<file path="config.mk">
export PLATFORM = sky130hd
export DESIGN_NAME = terminal_escape_key_decoder_core
export DESIGN_NICKNAME = d
export VERILOG_FILES = /design/src/tekd_pkg.sv /design/src/tekd_parse.sv /design/src/terminal_escape_key_decoder_core.sv
export SDC_FILE = /design/constraint.sdc
export NUM_CORES = 1
export LEC_CHECK = 0
export ABC_CLOCK_PERIOD_IN_PS = 6620
export BUFFER_PORTS_ARGS = -buffer_cell sky130_fd_sc_hd__buf_2
export CORE_ASPECT_RATIO = 1.1
export CORE_MARGIN = 1
export CORE_UTILIZATION = 60
export CTS_CLUSTER_SIZE = 40
export DETAILED_ROUTE_END_ITERATION = 8
export GPL_TIMING_DRIVEN = 0
export HOLD_SLACK_MARGIN = 0.1
export PLACE_DENSITY = 0.89
export SLEW_MARGIN = 30
export SYNTH_ARGS = -nofsm -noshare
export SYNTH_HDL_FRONTEND = slang
export SYNTH_SLANG_ARGS = --single-unit
</file>
<file path="constraint.sdc">
create_clock -name clk -period 6.62 [get_ports clk]
set_input_delay 1.324 -clock clk [delete_from_list [all_inputs] [get_ports clk]]
set_output_delay 1.324 -clock clk [all_outputs]
set_load 0.02 [all_outputs]
</file>
<file path="src/tekd_pkg.sv">
package tekd_pkg;

  // input transaction: one received byte or a read-window timeout
  typedef struct packed {
    logic [7:0] in_byte;
    logic       timeout;
  } byte_item_t;

  // result transaction: plain byte or special key code
  typedef struct packed {
    logic       key_special;
    logic [7:0] key_value;
  } key_item_t;

  // decoder outcome for one input item
  typedef struct packed {
    logic      emit;
    key_item_t key;
  } parse_res_t;

  // parser states, one-hot
  typedef enum logic [7:0] {
    ST_IDLE  = 8'b0000_0001,
    ST_ESC   = 8'b0000_0010,
    ST_BRK   = 8'b0000_0100,
    ST_OH    = 8'b0000_1000,
    ST_SKIP  = 8'b0001_0000,
    ST_DIG   = 8'b0010_0000,
    ST_SEMI  = 8'b0100_0000,
    ST_SEMI2 = 8'b1000_0000
  } parse_state_t;

  // character constants
  localparam logic [7:0] CH_ESC   = 8'h1B;
  localparam logic [7:0] CH_TAB   = 8'h09;
  localparam logic [7:0] CH_LBRK  = 8'h5B;
  localparam logic [7:0] CH_O     = 8'h4F;
  localparam logic [7:0] CH_TILDE = 8'h7E;
  localparam logic [7:0] CH_SEMI  = 8'h3B;
  localparam logic [7:0] CH_0     = 8'h30;
  localparam logic [7:0] CH_1     = 8'h31;
  localparam logic [7:0] CH_2     = 8'h32;
  localparam logic [7:0] CH_3     = 8'h33;
  localparam logic [7:0] CH_4     = 8'h34;
  localparam logic [7:0] CH_5     = 8'h35;
  localparam logic [7:0] CH_6     = 8'h36;
  localparam logic [7:0] CH_7     = 8'h37;
  localparam logic [7:0] CH_8     = 8'h38;
  localparam logic [7:0] CH_9     = 8'h39;
  localparam logic [7:0] CH_A     = 8'h41;
  localparam logic [7:0] CH_B     = 8'h42;
  localparam logic [7:0] CH_C     = 8'h43;
  localparam logic [7:0] CH_D     = 8'h44;
  localparam logic [7:0] CH_F     = 8'h46;
  localparam logic [7:0] CH_H     = 8'h48;

  // special key codes
  localparam logic [7:0] K_TAB    = 8'd0;
  localparam logic [7:0] K_UP     = 8'd1;
  localparam logic [7:0] K_DOWN   = 8'd2;
  localparam logic [7:0] K_RIGHT  = 8'd3;
  localparam logic [7:0] K_LEFT   = 8'd4;
  localparam logic [7:0] K_HOME   = 8'd5;
  localparam logic [7:0] K_END    = 8'd6;
  localparam logic [7:0] K_DEL    = 8'd7;
  localparam logic [7:0] K_PGUP   = 8'd8;
  localparam logic [7:0] K_PGDN   = 8'd9;
  localparam logic [7:0] K_SEL_UP = 8'd10;
  localparam logic [7:0] K_LAST   = 8'd13;

endpackage

</file>
<file path="src/tekd_parse.sv">
module tekd_parse (
  input  logic                  clk,
  input  logic                  rst,
  input  logic                  advance,
  input  tekd_pkg::byte_item_t  item,
  output tekd_pkg::parse_res_t  res
);

  tekd_pkg::parse_state_t parse_state;
  tekd_pkg::parse_state_t parse_state_next;
  logic [7:0]             held_digit;
  logic [7:0]             held_digit_next;
  logic [7:0]             c;

  assign c = item.in_byte;

  // next state and result for the current item
  always_comb begin
    parse_state_next     = parse_state;
    held_digit_next      = held_digit;
    res.emit             = 1'b0;
    res.key.key_special  = 1'b0;
    res.key.key_value    = tekd_pkg::CH_ESC;
    if (parse_state == tekd_pkg::ST_IDLE) begin
      if (!item.timeout) begin
        if (c == tekd_pkg::CH_TAB) begin
          res.emit            = 1'b1;
          res.key.key_special = 1'b1;
          res.key.key_value   = tekd_pkg::K_TAB;
        end else if (c == tekd_pkg::CH_ESC) begin
          parse_state_next = tekd_pkg::ST_ESC;
        end else begin
          res.emit          = 1'b1;
          res.key.key_value = c;
        end
      end
    end else if (item.timeout) begin
      // sequence cut short: plain escape
      res.emit         = 1'b1;
      parse_state_next = tekd_pkg::ST_IDLE;
    end else begin
      case (parse_state)
        tekd_pkg::ST_ESC: begin
          if (c == tekd_pkg::CH_LBRK) begin
            parse_state_next = tekd_pkg::ST_BRK;
          end else if (c == tekd_pkg::CH_O) begin
            parse_state_next = tekd_pkg::ST_OH;
          end else begin
            parse_state_next = tekd_pkg::ST_SKIP;
          end
        end
        tekd_pkg::ST_BRK: begin
          if (c >= tekd_pkg::CH_0 && c <= tekd_pkg::CH_9) begin
            held_digit_next  = c;
            parse_state_next = tekd_pkg::ST_DIG;
          end else begin
            res.emit         = 1'b1;
            parse_state_next = tekd_pkg::ST_IDLE;
            res.key.key_special = 1'b1;
            case (c)
              tekd_pkg::CH_A: res.key.key_value = tekd_pkg::K_UP;
              tekd_pkg::CH_B: res.key.key_value = tekd_pkg::K_DOWN;
              tekd_pkg::CH_C: res.key.key_value = tekd_pkg::K_RIGHT;
              tekd_pkg::CH_D: res.key.key_value = tekd_pkg::K_LEFT;
              tekd_pkg::CH_H: res.key.key_value = tekd_pkg::K_HOME;
              tekd_pkg::CH_F: res.key.key_value = tekd_pkg::K_END;
              default: begin
                res.key.key_special = 1'b0;
                res.key.key_value   = tekd_pkg::CH_ESC;
              end
            endcase
          end
        end
        tekd_pkg::ST_OH: begin
          res.emit         = 1'b1;
          parse_state_next = tekd_pkg::ST_IDLE;
          if (c == tekd_pkg::CH_H) begin
            res.key.key_special = 1'b1;
            res.key.key_value   = tekd_pkg::K_HOME;
          end else if (c == tekd_pkg::CH_F) begin
            res.key.key_special = 1'b1;
            res.key.key_value   = tekd_pkg::K_END;
          end
        end
        tekd_pkg::ST_DIG: begin
          if (held_digit == tekd_pkg::CH_1 && c == tekd_pkg::CH_SEMI) begin
            parse_state_next = tekd_pkg::ST_SEMI;
          end else begin
            res.emit         = 1'b1;
            parse_state_next = tekd_pkg::ST_IDLE;
            if (c == tekd_pkg::CH_TILDE) begin
              res.key.key_special = 1'b1;
              case (held_digit)
                tekd_pkg::CH_1: res.key.key_value = tekd_pkg::K_HOME;
                tekd_pkg::CH_3: res.key.key_value = tekd_pkg::K_DEL;
                tekd_pkg::CH_4: res.key.key_value = tekd_pkg::K_END;
                tekd_pkg::CH_5: res.key.key_value = tekd_pkg::K_PGUP;
                tekd_pkg::CH_6: res.key.key_value = tekd_pkg::K_PGDN;
                tekd_pkg::CH_7: res.key.key_value = tekd_pkg::K_HOME;
                tekd_pkg::CH_8: res.key.key_value = tekd_pkg::K_END;
                default: begin
                  res.key.key_special = 1'b0;
                  res.key.key_value   = tekd_pkg::CH_ESC;
                end
              endcase
            end
          end
        end
        tekd_pkg::ST_SEMI: begin
          if (c == tekd_pkg::CH_2) begin
            parse_state_next = tekd_pkg::ST_SEMI2;
          end else begin
            res.emit         = 1'b1;
            parse_state_next = tekd_pkg::ST_IDLE;
          end
        end
        tekd_pkg::ST_SEMI2: begin
          res.emit         = 1'b1;
          parse_state_next = tekd_pkg::ST_IDLE;
          if (c >= tekd_pkg::CH_A && c <= tekd_pkg::CH_D) begin
            res.key.key_special = 1'b1;
            res.key.key_value   = tekd_pkg::K_SEL_UP + (c - tekd_pkg::CH_A);
          end
        end
        default: begin
          // skip state: the byte after an unknown escape is dropped
          res.emit         = 1'b1;
          parse_state_next = tekd_pkg::ST_IDLE;
        end
      endcase
    end
  end

  // parser state registers, updated once per processed item
  always_ff @(posedge clk) begin
    if (rst) begin
      parse_state <= tekd_pkg::ST_IDLE;
      held_digit  <= 8'd0;
    end else if (advance) begin
      parse_state <= parse_state_next;
      held_digit  <= held_digit_next;
    end
  end

endmodule

</file>
<file path="src/terminal_escape_key_decoder_core.sv">
// path: an accepted byte transaction passes the input register, then the
//   result register, which drives key_valid
// throughput: one byte transaction per cycle while byte_stall is low; a
//   result may stall while the next byte is held in the input register
// reset (rst, synchronous, active high): parser back to idle, both pipeline
//   registers empty
module terminal_escape_key_decoder_core (
  input  logic                 clk,
  input  logic                 rst,
  input  logic                 byte_valid,
  output logic                 byte_stall,
  input  tekd_pkg::byte_item_t byte_item,
  output logic                 key_valid,
  input  logic                 key_stall,
  output tekd_pkg::key_item_t  key_item
);

  logic                 in_valid;
  tekd_pkg::byte_item_t in_item;
  logic                 advance;
  tekd_pkg::parse_res_t res;

  // item in the input register moves on when the result register can take it
  assign advance    = in_valid && (!key_valid || !key_stall);
  assign byte_stall = in_valid && !advance;

  // input register
  always_ff @(posedge clk) begin
    if (rst) begin
      in_valid <= 1'b0;
    end else if (!byte_stall) begin
      in_valid <= byte_valid;
    end
  end

  always_ff @(posedge clk) begin
    if (!byte_stall) begin
      in_item <= byte_item;
    end
  end

  tekd_parse u_parse (
    .clk     (clk),
    .rst     (rst),
    .advance (advance),
    .item    (in_item),
    .res     (res)
  );

  // result register
  always_ff @(posedge clk) begin
    if (rst) begin
      key_valid <= 1'b0;
    end else if (advance) begin
      key_valid <= res.emit;
    end else if (!key_stall) begin
      key_valid <= 1'b0;
    end
  end

  always_ff @(posedge clk) begin
    if (advance) begin
      key_item <= res.key;
    end
  end

endmodule

</file>
# Yosys cells after proc, flatten, opt, wreduce, memory -nomap -nowiden
# Cells that the tools add are included.
[totals]
reg_bits = 36
in_bits = 13
output_inout_bits = 11
word_cells = 97
[op_classes]
add_sub_neg = 2
n_lt_le_gt_ge = 4
eq_ne = 31
muxes = 35
n_bitwise = 2
n_reduce_logical = 15
[op_table]
columns = ["cell", "count"]
rows = [
  ["$eq 8x6->1 const B", 10],
  ["$eq 8x7->1 const B", 10],
  ["$mux 8", 9],
  ["$mux 9", 5],
  ["$mux 10", 4],
  ["$pmux 9 s4", 1],
  ["$pmux 8 s4", 1],
  ["$pmux 5 s6", 1],
  ["$pmux 5 s5", 1],
  ["$eq 8x4->1 const B", 2],
  ["$mux 1", 9],
  ["$add 4x8->8 const A", 1],
  ["$eq 8x1->1 const B", 1],
  ["$eq 8x2->1 const B", 1],
  ["$eq 8x3->1 const B", 1],
  ["$eq 8x5->1 const B", 1],
  ["$eq 8x8->1 const B", 1],
  ["$ge 8x6->1 const B", 1],
  ["$ge 8x7->1 const B", 1],
  ["$le 8x6->1 const B", 1],
  ["$le 8x7->1 const B", 1],
  ["$sub 8x7->8 const B", 1],
  ["$mux 7", 1],
  ["$reduce_or 7->1", 1],
  ["other kinds (13)", 23],
]

# Longest topological paths before layout
# Gate-level depths: netlist (run 1).
[depth]
ltp_word = 9
ltp_mapped = 7
depth_no_buf = 7

# Cells and area by module
# A second synthesis (run 1) with hierarchy kept.
[unflattened]
cells_unflattened = 229
hier_area_um2 = 2133.3
[by_module_without_submodules]
columns = ["mod", "instances", "cells_each", "area_each_um2", "seq_area_each_um2"]
rows = [
  ["tekd_parse", 1, 202, 1507.7, 320.3],
  ["terminal_escape_key_decoder_core", 1, 27, 625.6, 580.6],
]

# Worst setup path before layout (run 1)
# Ideal clock, no wire load.
[synth_timing]
path_kind = "input-to-output"
from = "input key_stall"
to = "output byte_stall"
t_arrival_ns = 1.859
required_time_ns = 5.296
path_slack_ns = 3.437
path_stages = 2
path_buffers = 0
cell_sequence = "nand3_1 inv_1"
[synth_between]
elab_chain_len = 5
[synth_lines]
columns = ["element", "line_no", "text"]
rows = [
  ["start: declaration", "terminal_escape_key_decoder_core.sv:14", "input logic key_stall,"],
  ["$logic_not 1->1", "-", ""],
  ["$logic_or 1x1->1", "terminal_escape_key_decoder_core.sv:24", "assign advance = in_valid && (!key_valid || !key_stall);"],
  ["$logic_and 1x1->1", "terminal_escape_key_decoder_core.sv:24", ""],
  ["$logic_not 1->1", "terminal_escape_key_decoder_core.sv:25", "assign byte_stall = in_valid && !advance;"],
  ["$logic_and 1x1->1", "terminal_escape_key_decoder_core.sv:25", ""],
  ["end: declaration", "terminal_escape_key_decoder_core.sv:11", "output logic byte_stall,"],
]
# Every way passes these cells.

# Final worst setup path (run 1)
# Same ends and word-level chain as after synthesis.

==> flow_summary.ini, run 1 <==
[setup_path]
reg2regPathDepth = 7
r2r-start = in_item[1]
startpoint_type = input port
critical_path_class = in -> out
worstSetupEndpointType = output port
cp_max_fo = 11
crit_path_end = byte_stall
startpoint = key_stall
crit_required_ns = 5.30
crit_arrival_ns = 2.08
rrSetupSlack_ns = 3.82
regToRegEndpoint = key_item[4]

[die]
die_w_um = 59.9
coreArea_um2 = 3440
row_count = 22
dieArea_um2 = 3930
initial_core_util_pct = 64.3
die_h_um = 65.7
ios = 24

[global_routing]
antenna_found_initial = 0
grt_pass1_vias = 1744
grt_overflow_total = 0
grt_max_degree = 15
grt_pass1_wl_um = 8490
grtUsageTotal_pct = 29.5

[run_status]
outcome = finished, final reports clean

[power_and_ir_drop]
p_sw_share_pct = 24.8
p_leak_nw = 0.927
p_int_mw = 0.320
powerDensity_nw_per_um2 = 174
p_switching_mw = 0.106
p_comb_share_pct = 10.0
ir_worst_vdd_v = 0.000157
pwr-share-seq_pct = 57.8
clkPwrFrac_pct = 32.1

[timing]
layout_setup_ws_ns = 3.22
slew_violations = 0
fin_tns_setup_ns = 0
tightest_slew_ns = 0.680
min_period_ns = 3.40
rsz0062_at_grt = no
finalSetupViolCount = 0
slew_headroom_pct = 54.4
fin_skew_ns = 0.0163
min_period_over_period_pct = 51.3
timing.fmax_ghz = 0.294
hold_viol = 0

[synth]
yosys.cell_count.top_type = a21oi_1
synth_edf_count = 18
synthArstFlopShare_pct = 0
synth-seq-cells = 36
synthesis.area_um2 = 2210
synth_common_cells = a21oi_1 (26), nor2_1 (19), dfxtp_1 (18), edfxtp_1 (18), nand2_1 (18)
synth_top_area_cell = edfxtp_1
ys_types = 62
syn-mean-instance-area_um2 = 9.37
seq_area_frac_synth_pct = 40.7
synthFlopType = edfxtp_1
syn-num-nets = 254
postSynthCellCount = 236
synth_area_leaders = edfxtp_1 (24%), dfxtp_1 (16%), a21oi_1 (5.9%)
synth_warnings = 0
netlist.area_leader.share_pct = 24.4

[hold_path]
hold_class = reg -> reg
min_from = u_parse.held_digit[4]

[placed_design]
dp_cells = 306
io_buffer_count = 22
gp_congestion = 0.979
dp_hpwl_um = 3850
place_ws_ns = 3.20

[clock_network]
cts.sinks = 36
path_clk_slew_ns = 0.10
cts-hold-fix-buffers = 0
cts_buffer_depth = 2
cts_made_buffers = 5
clock_latency_ns = 0.35
post_cts_resized = 0
htreeDepth = 2
cts_root_buffer = clkbuf_4
postCtsSetupBuffers = 0
cts_tree = done

[routing]
num_vias = 1980
wire_per_inst_um = 16.3
firstDrtPassIters = 7
drcViolationCount = 0
viasPerCell = 6.31
wl_um = 5110
drtIter0Drc = 109
antenna_left = 0

[final_layout]
final_nets = 283
multiInputGateArea_um2 = 1220
final_util_pct = 71.3
drive_above_1_share_pct = 16.5
area_growth_pct = 10.9
regArea_um2 = 901
fillers = 257
final_cells = 314
antenna_cells = 0

[flow_run]
drv_cap = 0
[cells by family (layout without fill, tap and decap cells)]
logic type               after synthesis  after routing  share of synthesized area (%)
AO/OA/AOI/OAI                         61             61                           19.3
multiplexers                           5              5                           2.26
flip-flops                            36             36                           40.7
adder cells (fa/ha/maj)                5              5                           2.83
buffers and inverters                 22             52                           4.19
AND/OR/NAND/NOR                      103            103                           29.1
XOR/XNOR                               4              4                           1.58
[layout make-up]
cell class / instances / area share, %
Inverter: 11 / 1.68
Timing Repair Buffer: 22 / 4.49
Clock inverter: 1 / 0.204
Tap cell: 48 / 2.45
Clock buffer: 7 / 2.70
Sequential cell: 36 / 36.7
Multi-Input combinational cell: 178 / 49.7
Buffer: 11 / 2.09
[how the worst min path moves through the flow]
| stage | depth (start not counted) | endpoint | slack (ns) |
|---|---|---|---|
| after floorplan | 2 | u_parse.held_digit[4] | 0.43 |
| after global placement | 2 | u_parse.held_digit[4] | 0.44 |
| after detailed placement | 2 | u_parse.held_digit[4] | 0.44 |
| after CTS | 2 | u_parse.held_digit[4] | 0.46 |
| after global routing | 2 | u_parse.held_digit[5] | 0.50 |
| final | 2 | u_parse.held_digit[4] | 0.45 |
[power groups by stage]
stage	Clock, mW	Sequential (mW)	Combinational (mW)
finish	0.137	0.246	0.0427
floorplan	0	0.253	0.0262
global route	0.150	0.247	0.0467
CTS	0.138	0.246	0.0421
detailed placement	0	0.251	0.0419
global placement	0	0.251	0.0418
[layout by cell type (no fill, tap or decap), types with 3 or more instances in the layout]
cell,count
or4_1,4
dfxtp_1,18
clkbuf_1,9
o21a_1,3
nand4b_1,4
o21ai_0,5
buf_2,24
nand4_1,3
nand2_1,18
edfxtp_1,18
nor3_1,8
a21oi_1,26
xnor2_1,3
nor4_1,5
nor2_1,19
clkbuf_4,5
ha_1,5
nand4bb_1,3
nand3_1,9
inv_1,11
and2_1,4
nand2b_1,4
mux2i_1,5
[metrics by stage]
| stage | total power, mW | instance area (um2) | hold slack, ns |
|---|---|---|---|
| floorplan | 0.279 | 2210 | 0.425 |
| global placement | 0.293 | 2380 | 0.436 |
| detailed placement | 0.293 | 2380 | 0.440 |
| CTS | 0.426 | 2450 | 0.456 |
| global route | 0.443 | 2450 | 0.501 |
| finish | 0.426 | 2450 | 0.452 |
[flip-flops by register name, summed over array words and instances (netlist names)]
register / cells
key_item: 9
in_item: 9
u_parse.parse_state: 8
in_valid: 1
key_valid: 1
u_parse.held_digit: 8
[critical path, stage by stage]
cell and delay, ns:
buf_2 0.11, nand3_1 0.35, inv_1 0.13, buf_2 0.17
[metal layers]
layer	routed length, um	GRT usage [%]
met4	182	14.0
met1	2220	39.9
met3	390	6.69
met2	2320	44.2
met5	0	0
No activity file was read; power rests on OpenSTA's default activity.
==> run 2: changes to the inputs <==
--- a/config.mk
+++ b/config.mk
@@ -5,16 +5,16 @@
 export SDC_FILE = /design/constraint.sdc
 export NUM_CORES = 1
 export LEC_CHECK = 0
-export ABC_CLOCK_PERIOD_IN_PS = 6620
+export ABC_CLOCK_PERIOD_IN_PS = 3400
 export BUFFER_PORTS_ARGS = -buffer_cell sky130_fd_sc_hd__buf_2
 export CORE_ASPECT_RATIO = 1.1
 export CORE_MARGIN = 1
-export CORE_UTILIZATION = 60
+export CORE_UTILIZATION = 58
 export CTS_CLUSTER_SIZE = 40
 export DETAILED_ROUTE_END_ITERATION = 8
 export GPL_TIMING_DRIVEN = 0
 export HOLD_SLACK_MARGIN = 0.1
-export PLACE_DENSITY = 0.89
+export PLACE_DENSITY = 0.87
 export SLEW_MARGIN = 30
 export SYNTH_ARGS = -nofsm -noshare
 export SYNTH_HDL_FRONTEND = slang
==> constraint.sdc (replaced) <==
create_clock -name clk -period 3.4 [get_ports clk]
set_input_delay 0.68 -clock clk [delete_from_list [all_inputs] [get_ports clk]]
set_output_delay 0.68 -clock clk [all_outputs]
set_load 0.02 [all_outputs]
==> run 2 against run 1 <==
Net effect: sequential cell count unchanged; sequential power is 95% higher; cell count is 0.64% higher; via count is 1.5% lower; clock skew down 0.013 ns; core utilization is 3.2 points lower; register-to-register slack got worse by 3.2 ns; wire length grew 1.4%.
==> flow_summary.ini, run 2 (synthesis results as in run 1) <==
[setup_path]
crit_buf_inv = 1
crit_arrival_ns = 2.80
worstSetupEndpointType = flip-flop
critical_path_class = reg -> reg
reg2regPathDepth = 7
cp_max_fo = 8
crit_required_ns = 3.44
rrSetupSlack_ns = 0.64
path_cells = inv_1 -> ha_1 -> nand2_1 -> nor4_1 -> a21oi_1 -> or4_1 -> o32a_1
cp_slowest_cell = nor4_1
startpoint_type = flip-flop
cpLargestDelayFamily = simple AND/OR/NAND/NOR gates
regToRegEndpoint = key_item[4]
critPathMaxStageDelay_ns = 0.54
r2r-start = in_item[1]

[die]
initial_core_util_pct = 60.5
dieArea_um2 = 4070
coreArea_um2 = 3650
row_count = 23
die_w_um = 60.9
die_h_um = 66.8
ios = 24

[clock_network]
postCtsSetupBuffers = 0
htreeDepth = 2
cts_made_buffers = 5
post_cts_resized = 0
cts.sinks = 36
cts_root_buffer = clkbuf_8
clock_latency_ns = 0.29
cts_tree = done
cts_buffer_depth = 2
cts-hold-fix-buffers = 0
path_clk_slew_ns = 0.07

[placed_design]
gp_congestion = 0.939
io_buffer_count = 22
dp_hpwl_um = 3870

[global_routing]
grt_pass1_wl_um = 8710
grtUsageTotal_pct = 29.4
grt_max_degree = 15
grt_pass1_vias = 1883
grt_overflow_total = 0
antenna_found_initial = 0

[routing]
drcViolationCount = 0
antenna_left = 0
firstDrtPassIters = 4
drtIter0Drc = 159
wl_um = 5180
wire_per_inst_um = 16.4
viasPerCell = 6.17
num_vias = 1951

[final_layout]
reg_top3 = in_item (9), key_item (9)
final_common_cell = a21oi_1
final_cell_mix = a21oi_1 (26), buf_2 (24), nor2_1 (19)
final_util_pct = 68.1
drive_above_1_share_pct = 16.9
antenna_cells = 0
area_growth_pct = 12.6
final_nets = 283

[power_and_ir_drop]
p_leak_nw = 0.943
ir_worst_vdd_v = 0.000395
powerDensity_nw_per_um2 = 363

[timing]
min_period_ns = 2.76
finalSetupViolCount = 0
timing.fmax_ghz = 0.363
slew_violations = 0
hold_viol = 0
rsz0062_at_grt = no
fin_tns_setup_ns = 0
min_period_over_period_pct = 81.0
fin_skew_ns = 0.00303
hold_slack_ns = 0.453
slew_headroom_pct = 50.6
tightest_slew_ns = 0.737

[hold_path]
min_to = u_parse.held_digit[4]
min_from = u_parse.held_digit[4]
hold_class = reg -> reg
min_path_cells = 2

[flow_run]
drv_cap = 0

[run_status]
outcome = finished, final reports clean
==> run 2: changes by cell type in the layout (fill, tap and decap cells not counted) <==
cell | before | now
clkbuf_4 | 5 | 0
clkbuf_8 | 0 | 5
clkbuf_1 | 9 | 8
inv_4 | 0 | 1
==> run 2: per-stage QoR <==
step                std cells  cell area (um2)  setup slack, ns  power [mW]
floorplan                 236             2210             1.06       0.543
global placement          308             2380            0.690       0.570
detailed placement        308             2380            0.703       0.571
CTS                       316             2490            0.690       0.912
global route              316             2490            0.511       0.939
finish                    316             2490            0.645       0.904
==> run 2: worst reg2reg max path: stages (launching register included) <==
cell and delay [ns]:
edfxtp_1 0.53, inv_1 0.16, ha_1 0.33, nand2_1 0.15, nor4_1 0.54, a21oi_1 0.16
or4_1 0.44, o32a_1 0.19
==> run 2: report_power, final <==
group | switching [mW] | internal [mW]
Clock | 0.152 | 0.188
Sequential | 0.0115 | 0.468
Combinational | 0.0534 | 0.0302
Total | 0.217 | 0.686
==> run 2: cell type report <==
type | instances | area (um2)
multi-input combinational | 178 | 1220
clock inverter | 2 | 11.3
inverter | 11 | 41.3
tap | 50 | 62.6
sequential | 36 | 901
fill | 300 | 1160
timing repair buffer | 22 | 110
buffer | 11 | 51.3
clock buffer | 6 | 93.8
==> run 2: per-layer routing <==
layer | GRT usage (%) | wire (um) | vias up
met5 | 0 | 0 | -
li1 | - | - | 951
met4 | 14.5 | 153 | 0
met3 | 6.02 | 455 | 13
met1 | 37.3 | 2190 | 876
met2 | 46.6 | 2380 | 111
==> run 2: worst max path at each step <==
stage	from	endpoint	slack [ns]	cells past startpoint
6_report	in_item[1]	key_item[4]	0.64	7
5_1_grt	in_item[1]	key_item[4]	0.51	7
4_1_cts	in_item[1]	key_item[4]	0.69	7
3_5_place_dp	in_item[1]	key_item[4]	0.70	7
3_3_place_gp	in_item[1]	key_item[4]	0.69	7
2_1_floorplan	in_item[1]	key_item[4]	1.06	7
==> run 3: changes to the inputs <==
--- a/config.mk
+++ b/config.mk
@@ -5,7 +5,7 @@
 export SDC_FILE = /design/constraint.sdc
 export NUM_CORES = 1
 export LEC_CHECK = 0
-export ABC_CLOCK_PERIOD_IN_PS = 3400
+export ABC_CLOCK_PERIOD_IN_PS = 2700
 export BUFFER_PORTS_ARGS = -buffer_cell sky130_fd_sc_hd__buf_2
 export CORE_ASPECT_RATIO = 1.1
 export CORE_MARGIN = 1
==> constraint.sdc (replaced) <==
create_clock -name clk -period 2.7 [get_ports clk]
set_input_delay 0.54 -clock clk [delete_from_list [all_inputs] [get_ports clk]]
set_output_delay 0.54 -clock clk [all_outputs]
set_load 0.02 [all_outputs]
==> run 3 against run 2 <==
Net effect: sequential cell count did not move; combinational power is 27% higher; maximum frequency grew 8.3%; via count fell by 0.21%; power up 26%; critical endpoint unchanged; highest routed layer unchanged.
==> flow_summary.ini, run 3 (synthesis results as in run 1) <==
[die]
die_h_um = 66.8
row_count = 23
coreArea_um2 = 3650
initial_core_util_pct = 60.5
die_w_um = 60.9
ios = 24
dieArea_um2 = 4070

[power_and_ir_drop]
powerDensity_nw_per_um2 = 456
ir_worst_vdd_v = 0.000501
power_mw = 1.14
p_leak_nw = 0.953

[flow_run]
drv_cap = 0

[global_routing]
grtUsageTotal_pct = 29.4
grt_pass1_wl_um = 8720
grt_pass1_vias = 1886
grt_max_degree = 15
antenna_found_initial = 0
grt_overflow_total = 0

[final_layout]
final_nets = 283
area_growth_pct = 13.2
reg_top3 = in_item (9), key_item (9)
final_cell_mix = a21oi_1 (26), buf_2 (24), nor2_1 (19)
final_util_pct = 68.5
final_common_cell = a21oi_1
drive_above_1_share_pct = 17.3
fillers = 299
final_cells = 316
antenna_cells = 0

[clock_network]
cts_buffer_depth = 2
cts-hold-fix-buffers = 0
path_clk_slew_ns = 0.08
cts_made_buffers = 5
clock_latency_ns = 0.29
htreeDepth = 2
cts.sinks = 36
postCtsSetupBuffers = 0
post_cts_resized = 1
cts_root_buffer = clkbuf_8
cts_tree = done

[timing]
hold_slack_ns = 0.424
hold_viol = 0
rsz0062_at_grt = no
timing.fmax_ghz = 0.393
min_period_over_period_pct = 94.3
layout_setup_ws_ns = 0.155
min_period_ns = 2.55
finalSetupViolCount = 0
slew_headroom_pct = 51.0
fin_skew_ns = 0.00558
slew_violations = 0
tightest_slew_ns = 0.731

[placed_design]
place_ws_ns = 0.00294
dp_hpwl_um = 3870
gp_congestion = 0.939
io_buffer_count = 22
dp_cells = 308

[routing]
drcViolationCount = 0
viasPerCell = 6.16
num_vias = 1947
antenna_left = 0
firstDrtPassIters = 5
wire_per_inst_um = 16.3
drtIter0Drc = 151
wl_um = 5160

[hold_path]
hold_class = in -> reg
min_path_cells = 1

[setup_path]
crit_required_ns = 2.75
reg2regPathDepth = 7
cp_slowest_cell = edfxtp_1
cpLargestDelayFamily = simple AND/OR/NAND/NOR gates
cp.depth = 7
cp_max_fo = 8
path_cells = inv_1 -> ha_1 -> nand2_1 -> nor4_4 -> a21oi_1 -> or4_1 -> o32a_1
worstSetupEndpointType = flip-flop
critical_path_class = reg -> reg
critPathMaxStageDelay_ns = 0.52
crit_arrival_ns = 2.59
startpoint_type = flip-flop
crit_buf_inv = 1

[run_status]
outcome = finished, final reports clean
run 3: cell counts in the layout (fill, tap and decap cells not counted):
Identical to the previous run, type by type.
run 3: metal layers:
metal | wire length (um) | vias to the layer above | share of wire (%) | track usage [%]
met5 | 0 | - | 0 | 0
met4 | 163 | 0 | 3.2 | 14.5
met3 | 447 | 16 | 8.7 | 6.02
met2 | 2380 | 105 | 46 | 46.6
met1 | 2170 | 875 | 42 | 37.4
li1 | - | 951 | - | -
run 3: cell type report:
| cell class | instances | area (um2) | area share (%) |
|---|---|---|---|
| Buffer | 11 | 51.3 | 2.05 |
| Clock buffer | 6 | 93.8 | 3.75 |
| Clock inverter | 2 | 11.3 | 0.450 |
| Inverter | 11 | 41.3 | 1.65 |
| Multi-Input combinational cell | 178 | 1230 | 49.3 |
| Sequential cell | 36 | 901 | 36.0 |
| Tap cell | 50 | 62.6 | 2.50 |
| Timing Repair Buffer | 22 | 110 | 4.40 |
run 3: worst register-to-register path: stages, from the launching register on:
cell and delay [ns]:
edfxtp_1 0.52, inv_1 0.16, ha_1 0.34, nand2_1 0.18, nor4_4 0.35, a21oi_1 0.13
or4_1 0.43, o32a_1 0.19
run 3: per-stage QoR:
step,setup TNS (ns),cell area (um2)
after floorplan,0,2210
after detailed placement,0,2380
after global routing,0,2500
after CTS,0,2500
after global placement,-0.00955,2380
final,0,2500
run 3: worst paths after layout:
path	slack, ns	startpoint	endpoint
setup / recovery	0.15	in_item[1]	key_item[4]
hold / removal	0.42	byte_item[7]	in_item[7]
setup reg to reg	0.15	in_item[1]	key_item[4]
hold reg to reg	0.45	u_parse.held_digit[4]	u_parse.held_digit[4]
run 3: where the power goes:
part | internal, mW | switching [mW]
logic | 0.0381 | 0.0682
registers | 0.590 | 0.0142
clock network | 0.236 | 0.195
